===== src/hdl/ampq_pkg.sv =====
package ampq_pkg;

  // Request kinds as they arrive on the request channel.
  typedef enum logic [1:0] {
    KIND_INSERT    = 2'd0,
    KIND_POP       = 2'd1,
    KIND_AGE_VALUE = 2'd2,
    KIND_AGE_STEP  = 2'd3
  } kind_e;

  // Status codes reported with every result.
  typedef enum logic [1:0] {
    STATUS_OK         = 2'd0,
    STATUS_FULL       = 2'd1,
    STATUS_DUPLICATE  = 2'd2,
    STATUS_POP_EMPTY  = 2'd3
  } status_e;

  // Sequencer states of the top level.
  typedef enum logic [1:0] {
    ST_IDLE    = 2'd0,
    ST_COMPARE = 2'd1,
    ST_EXECUTE = 2'd2,
    ST_REPORT  = 2'd3
  } state_e;

  // Operation broadcast to every cell of the chain.
  typedef enum logic [2:0] {
    OP_HOLD    = 3'd0,
    OP_COMPARE = 3'd1,
    OP_INSERT  = 3'd2,
    OP_POP     = 3'd3,
    OP_AGE     = 3'd4
  } cell_op_e;

  typedef struct packed {
    cell_op_e           op;
    logic signed [31:0] key;
    logic signed [31:0] inc;
  } cell_cmd_t;

  // What one cell shows to its neighbors.
  typedef struct packed {
    logic signed [31:0] key;
    logic               valid;
    logic               place;
  } link_t;

  localparam logic [30:0] AGING_STEP_RESET = 31'd1456;

endpackage


===== src/hdl/ampq_cell.sv =====
module ampq_cell #(
  parameter int PAYLOAD_BITS = 32
) (
  input  logic                    clk_i,
  input  logic                    rst_ni,
  input  ampq_pkg::cell_cmd_t     cmd_i,
  input  logic [PAYLOAD_BITS-1:0] new_payload_i,
  input  ampq_pkg::link_t         prev_i,
  input  logic [PAYLOAD_BITS-1:0] prev_payload_i,
  input  ampq_pkg::link_t         next_i,
  input  logic [PAYLOAD_BITS-1:0] next_payload_i,
  output ampq_pkg::link_t         link_o,
  output logic [PAYLOAD_BITS-1:0] payload_o,
  output logic                    eq_o
);

  logic signed [31:0]      key_q, key_d;
  logic [PAYLOAD_BITS-1:0] pay_q, pay_d;
  logic                    valid_q, valid_d;
  logic                    place_q, place_d;
  logic                    eq_q, eq_d;
  logic signed [32:0]      sum;
  logic signed [31:0]      aged;

  // Saturating add of the aging increment.
  always_comb begin
    sum = {key_q[31], key_q} + {cmd_i.inc[31], cmd_i.inc};
    if (sum[32] != sum[31]) begin
      aged = sum[32] ? 32'sh8000_0000 : 32'sh7fff_ffff;
    end else begin
      aged = sum[31:0];
    end
  end

  always_comb begin
    key_d   = key_q;
    pay_d   = pay_q;
    valid_d = valid_q;
    place_d = place_q;
    eq_d    = eq_q;
    case (cmd_i.op)
      ampq_pkg::OP_COMPARE: begin
        // Empty cells always count as the place for a new key.
        place_d = !valid_q || (key_q < cmd_i.key);
        eq_d    = valid_q && (key_q == cmd_i.key);
      end
      ampq_pkg::OP_INSERT: begin
        if (place_q) begin
          if (prev_i.place) begin
            key_d = prev_i.key;
            pay_d = prev_payload_i;
          end else begin
            key_d = cmd_i.key;
            pay_d = new_payload_i;
          end
          valid_d = valid_q | prev_i.valid;
        end
      end
      ampq_pkg::OP_POP: begin
        key_d   = next_i.key;
        pay_d   = next_payload_i;
        valid_d = next_i.valid;
      end
      ampq_pkg::OP_AGE: begin
        if (valid_q) begin
          key_d = aged;
        end
      end
      default: begin
      end
    endcase
  end

  always_ff @(posedge clk_i or negedge rst_ni) begin
    if (!rst_ni) begin
      valid_q <= 1'b0;
      place_q <= 1'b0;
      eq_q    <= 1'b0;
    end else begin
      valid_q <= valid_d;
      place_q <= place_d;
      eq_q    <= eq_d;
    end
  end

  always_ff @(posedge clk_i) begin
    key_q <= key_d;
    pay_q <= pay_d;
  end

  assign link_o.key   = key_q;
  assign link_o.valid = valid_q;
  assign link_o.place = place_q;
  assign payload_o    = pay_q;
  assign eq_o         = eq_q;

endmodule


===== config.mk =====
export PLATFORM = sky130hd
export DESIGN_NAME = ampq_cell
export DESIGN_NICKNAME = d
export VERILOG_FILES = /design/src/hdl/ampq_pkg.sv /design/src/hdl/ampq_cell.sv
export SDC_FILE = /design/constraint.sdc
export NUM_CORES = 1
export LEC_CHECK = 0
export ABC_CLOCK_PERIOD_IN_PS = 3000
export BUFFER_PORTS_ARGS = -buffer_cell sky130_fd_sc_hd__buf_2
export CORE_MARGIN = 5
export CORE_UTILIZATION = 44
export CTS_BUF_LIST = sky130_fd_sc_hd__clkbuf_8
export DETAILED_ROUTE_END_ITERATION = 7
export HOLD_SLACK_MARGIN = 0.06
export PLACE_DENSITY = 0.8
export SYNTH_ARGS = -nofsm -noshare
export SYNTH_HDL_FRONTEND = slang
export SYNTH_SLANG_ARGS = --single-unit

===== constraint.sdc =====
create_clock -name clk_i -period 3 [get_ports clk_i]
set_clock_uncertainty 0.05 [all_clocks]
set_input_delay 0.15 -clock clk_i [delete_from_list [all_inputs] [get_ports clk_i]]
set_output_delay 0.15 -clock clk_i [all_outputs]
set_load 0.01 [all_outputs]

Word level (Yosys, flattened, before mapping) --
Cells that the tools add are included. Widths: inputs -> output; s select.
Storage, ports and cells: word-level logic and storage cells 34, register bits after elaboration 67, output and inout port bits 67, input bits 233
Operators by class: equal/unequal tests 8, bitwise gates (word level) 1, muxes and demuxes 11, $add $sub $neg 1, $lt $le $gt $ge 1, reductions and logical operators 7
Operators by type and width (number):
- $mux 32 | 7
- $pmux 32 s3 | 1
- $pmux 32 s2 | 1
- $add 32x32->33 | 1
- $eq 32x32->1 | 1
- $lt 32x32->1 | 1
- $eq 3x2->1 const B | 2
- $ne 2x2->1 const B | 2
- $eq 3x1->1 const B | 1
- $eq 3x3->1 const B | 1
- $reduce_and 3->1 | 1
- $reduce_bool 3->1 | 1
- $pmux 1 s2 | 1
- $reduce_and 2->1 | 1
- $reduce_bool 2->1 | 1
- $logic_and 1x1->1 | 1
- $logic_not 1->1 | 1
- $logic_or 1x1->1 | 1
- $mux 1 | 1
- $ne 1x1->1 | 1
- $or 1x1->1 | 1

Depth between registers and ports, before layout --
word-level depth 5, depth in mapped cells 13, mapped depth without buffers 12

Worst setup path after synthesis --
No wires, ideal clock.
kind reg-to-reg, from reg place_q, to reg key_q[0], enable pin, setup time 0.388 ns, path slack -0.017 ns, stages on the path, launching flop included 4, period minus slack after synthesis 3.017 ns, arrival time 2.579 ns, path buffers 0, required time 2.562 ns, cell sequence dfrtp_1 nor2_1 nor2_1 a21o_1
On the way: longest elaborated chain between the ends 2
RTL lines:
- from (decl) | line ampq_cell.sv:20 | logic place_q, place_d;
- from (signal assigned) | line ampq_cell.sv:81 | place_q <= place_d;
- $ne 2x2->1 (no source line)
- $reduce_and 3->1 (no source line)
- to (signal assigned) | line ampq_cell.sv:87 | key_q <= key_d;
- to (decl) | line ampq_cell.sv:17 | logic signed [31:0] key_q, key_d;
Every way passes these cells. A chain may end at the register's enable or synchronous reset.

Worst setup path after layout --
from reg key_q[0], to reg key_q[8], data pin
On the way: longest elaborated chain between the ends 5, elaborated cells on any way between the ends 6, those cells by class add/sub (1); eq/ne (1); mux (4)
RTL lines:
- $add 32x32->33 (*) | line ampq_cell.sv:27 | sum = {key_q[31], key_q} + {cmd_i.inc[31], cmd_i.inc};
- $mux 32 / $ne 1x1->1 (equally long branches) | line ampq_cell.sv:29, ampq_cell.sv:28
- $mux 32 (*) | line ampq_cell.sv:28 | if (sum[32] != sum[31]) begin
- $mux 32 (*) | line ampq_cell.sv:65 | if (valid_q) begin
- $pmux 32 s3 (*) | line ampq_cell.sv:41 | case (cmd_i.op)
- via key_d[8] | line ampq_cell.sv:17
The timed path passes the listed nets; every way through them passes the cells marked *. The select of a mux whose other input is x is not followed.

==> results by group <==
STA
  – Fin crit period: 3.15 ns
  – RSZ-0062 raised after global routing: yes
  – Worst slew margin: 63.5%
  – Setup Viol. Count Final: 27
  – Final worst setup slack: -0.154 ns
  – Endpoints failing hold: 0
  – Maximum clock frequency: roughly 320 MHz
  – Count of final max-slew check failures: 0
  – Final worst-path cycle share: 105%
  – Worst-Margin Slew: between 0.5 and 0.6 ns

Detailed routing
  – 1st-iter DRT viols: 491
  – Vias/cell: between 5 and 6
  – Routed length per instance: between 20 and 25 um
  – Routed Antenna Nets: 0
  – Routed WL: roughly 26000 um
  – DRC errors left: 0
  – Vias: 7401
  – Drt pass-1 iters: 5

Finish
  – Fillers: a little under 1000
  – Design area: just under 10000 sq um
  – Nets@finish: around 1400
  – Layout cells sized above 1: about 43%
  – Layout area overhead: 57.6%
  – Utilization after layout: a little under three quarters
  – Cell Count, Final, Fillers Out: 1291

Logic synthesis
  – YS warnings: 0
  – Post-synthesis cell type count: 56
  – Asr flop ratio synth: about 4.5%
  – Cells after synthesis: 689
  – Register bit total from synthesis: 67
  – Post-Syn Nets: a little under 1000
  – EDFF count, synth: 64
  – Post-Syn Area: ~6300 sq um
  – Sequential-to-total area share from yosys stat: between 30% and 40%
  – Primary FF master, synth: edfxtp_1
  – Mapped Avg Cell Area: 9.14 sq um

Power
  – Pwr Density: 402 nW/um^2
  – Pwr Total: around 4000 uW
  – Leakage power: between 0.004 and 0.005 uW
  – Max VDD drop: 0.000241 V

Clock network
  – CTS tree: built
  – CTS Root Cell: clkbuf_8
  – CTS HTree Levels: 3
  – Total CTS buffers: 9
  – CTS max path bufs: 2
  – Skew-Pair Late Insertion Delay: ~0.38 ns
  – Clk pin slew, worst setup/hold paths: about 0.08 ns
  – Clk sinks: 67

Setup path
  – Startpoint types: flip-flop
  – Critical Path RT: approximately 3 ns
  – Worst r2r path cells: 13
  – Worst Setup Path Type: flip-flop to flip-flop
  – Worst EP arrival: ~3.2 ns
  – Worst-path fanout max: 6
  – CP endpoint kind: flip-flop

Die
  – Core box area: 13900 sq um
  – Initial Utilization: a little under half
  – Die W: 130 um
  – Full die area: roughly 17000 sq um
  – Die H: roughly 130 um
  – # rows: between 40 and 50
  – Ports: 300

Min path
  – Hold-critical path depth: 4
  – Hold WC Path Type: input port to flip-flop

Placement
  – I/O Buffers: between 200 and 300
  – Place WS: -0.113 ns
  – Placed Instances: ~1200
  – Routability cong.: just over 0.9
  – DP Area: approximately 8400 sq um
  – Hpwl dp: about 18000 um

Global routing
  – Vias in the first global route: roughly 7500
  – Grt ovf: 0
  – Initial antenna violation count: 1
  – Largest net degree at the start of global routing: 67
  – Total track usage: between 20 and 30%
  – First-pass GRT wire length: between 30000 and 40000 um

Run
  – Max_cap viols: 0

Status
  – Failing checks: setup timing
  – Status: finished with violations
per-stage QoR:
stage	hold slack [ns]	setup TNS [ns]
floorplan	-0.196	0
global placement	-0.103	-0.923
detailed placement	-0.103	-2.32
CTS	0.0624	-0.258
global route	0.0913	-7.37
finish	0.0835	-2.76
power breakdown:
part           total (uW)  leakage [uW]  internal [uW]  switching (uW)
Clock                 882      0.000111            467             415
Combinational        1920       0.00398            918            1000
Sequential           1190      0.000638           1140            55.0
Total                3990       0.00473           2520            1470
cell type report:
cell class	instances	area [sq um]	area share, %
Multi-Input combinational cell	546	4470	45.0
Tap cell	180	225	2.27
Clock buffer	9	124	1.25
Sequential cell	67	2000	20.1
Antenna cell	1	2.50	0.0252
Inverter	41	154	1.55
Timing Repair Buffer	440	2860	28.8
Clock inverter	7	93.8	0.946
registers in the layout (all words and copies together) (netlist names):
| register | flops |
|---|---|
| payload_o | 32 |
| place_q | 1 |
| eq_o | 1 |
| key_q | 32 |
| valid_q | 1 |
critical path, stage by stage, from the launching register on:
cell and delay, ns:
edfxtp_1 0.37, ha_2 0.20, inv_2 0.04, fa_2 0.35
nand2b_4 0.16, a21oi_4 0.13, o21a_1 0.21, o211ai_1 0.14
a21oi_2 0.22, nand3_2 0.10, a32o_2 0.32, bufbuf_16 0.30
nor3_4 0.19, o221ai_2 0.13
final timing paths:
kind / end / slack, ns / startpoint
max in group asynchronous: valid_q / 2.16 / rst_ni
hold / removal: place_q / 0.08 / cmd_i[65]
min in group asynchronous: place_q / 0.60 / rst_ni
hold reg to reg: eq_o / 0.52 / eq_o
setup / recovery: key_q[8] / -0.15 / key_q[0]
setup reg to reg: key_q[8] / -0.15 / key_q[0]
placed cells by master (no fill, tap or decap), types with 4 or more instances in the layout:
cell / n
buf_2: 297
nand2_1: 77
buf_4: 66
mux2i_1: 64
edfxtp_1: 64
dlygate4sd3_1: 62
ha_1: 55
o21ai_0: 43
inv_1: 41
a21o_1: 33
a21oi_1: 30
nor2_1: 21
o221ai_1: 18
xnor2_1: 18
nor3_4: 14
nor3_2: 13
nand4_1: 13
o221ai_2: 10
a21oi_2: 9
clkbuf_8: 9
xor2_1: 8
nor3_1: 7
nand2b_1: 7
nor2b_1: 7
buf_6: 7
and3_1: 6
a31oi_1: 6
nand3_1: 6
o211ai_1: 5
o21a_1: 5
ha_4: 5
a211oi_1: 4
ha_2: 4
buf_12: 4
kinds of logic (layout without fill, tap and decap cells):
| family | after synthesis | count (layout) | share of synthesized area (%) |
|---|---|---|---|
| AOI/OAI and AO/OA | 197 | 197 | 21.6 |
| and+or+nand+nor | 193 | 193 | 14.6 |
| buffers and inverters | 76 | 497 | 5.13 |
| DFF | 67 | 67 | 31.7 |
| adders and majority gates | 65 | 65 | 13.0 |
| muxes | 65 | 65 | 10.4 |
| xor gates and xnor gates | 26 | 26 | 3.62 |
| other | 0 | 1 | 0 |
routing by layer:
layer	wire length (um)	up-vias	GRT usage (%)
met2	13000	400	49.2
met3	1840	94	4.82
met4	1060	2	13.6
met5	17	-	0
met1	10100	3454	35.9
li1	-	3451	-
what timing repair did:
action,in CTS,in global routing
cloned,4,1
hold buffers,62,0
endpoints found under the hold margin,63,0
gates resized for setup,50,49
setup buffers,12,5
pin swaps,27,28
setup endpoints to repair,31,31
synthesized netlist by cell type, drive strengths merged (2+ instances only):
| cell type | number | share of area, % |
|---|---|---|
| or3 | 2 | 0.20 |
| a211oi | 9 | 1.3 |
| nand2 | 77 | 4.6 |
| ha | 64 | 13 |
| nor3b | 4 | 0.48 |
| a2111oi | 2 | 0.28 |
| buf | 20 | 1.8 |
| nand3 | 9 | 0.72 |
| a21oi | 40 | 3.3 |
| o21a | 5 | 0.60 |
| o211a | 2 | 0.32 |
| a221o | 3 | 0.48 |
| o221ai | 28 | 3.9 |
| nand2b | 8 | 0.79 |
| or2 | 2 | 0.20 |
| xor2 | 8 | 1.1 |
| nand4 | 13 | 1.3 |
| inv | 41 | 2.4 |
| dfrtp | 3 | 1.2 |
| and3 | 6 | 0.60 |
| a31oi | 6 | 0.60 |
| clkbuf | 15 | 0.89 |
| nor4 | 3 | 0.30 |
| mux2i | 64 | 10 |
| a21o | 33 | 3.9 |
| a21boi | 3 | 0.36 |
| nor2 | 22 | 1.3 |
| and2 | 3 | 0.30 |
| o2111ai | 3 | 0.52 |
| o211ai | 6 | 0.79 |
| xnor2 | 18 | 2.5 |
| o21ai | 49 | 3.9 |
| nor2b | 7 | 0.70 |
| nor3 | 34 | 2.7 |
| edfxtp | 64 | 31 |
Note: power is estimated with default switching activity, not from simulation.
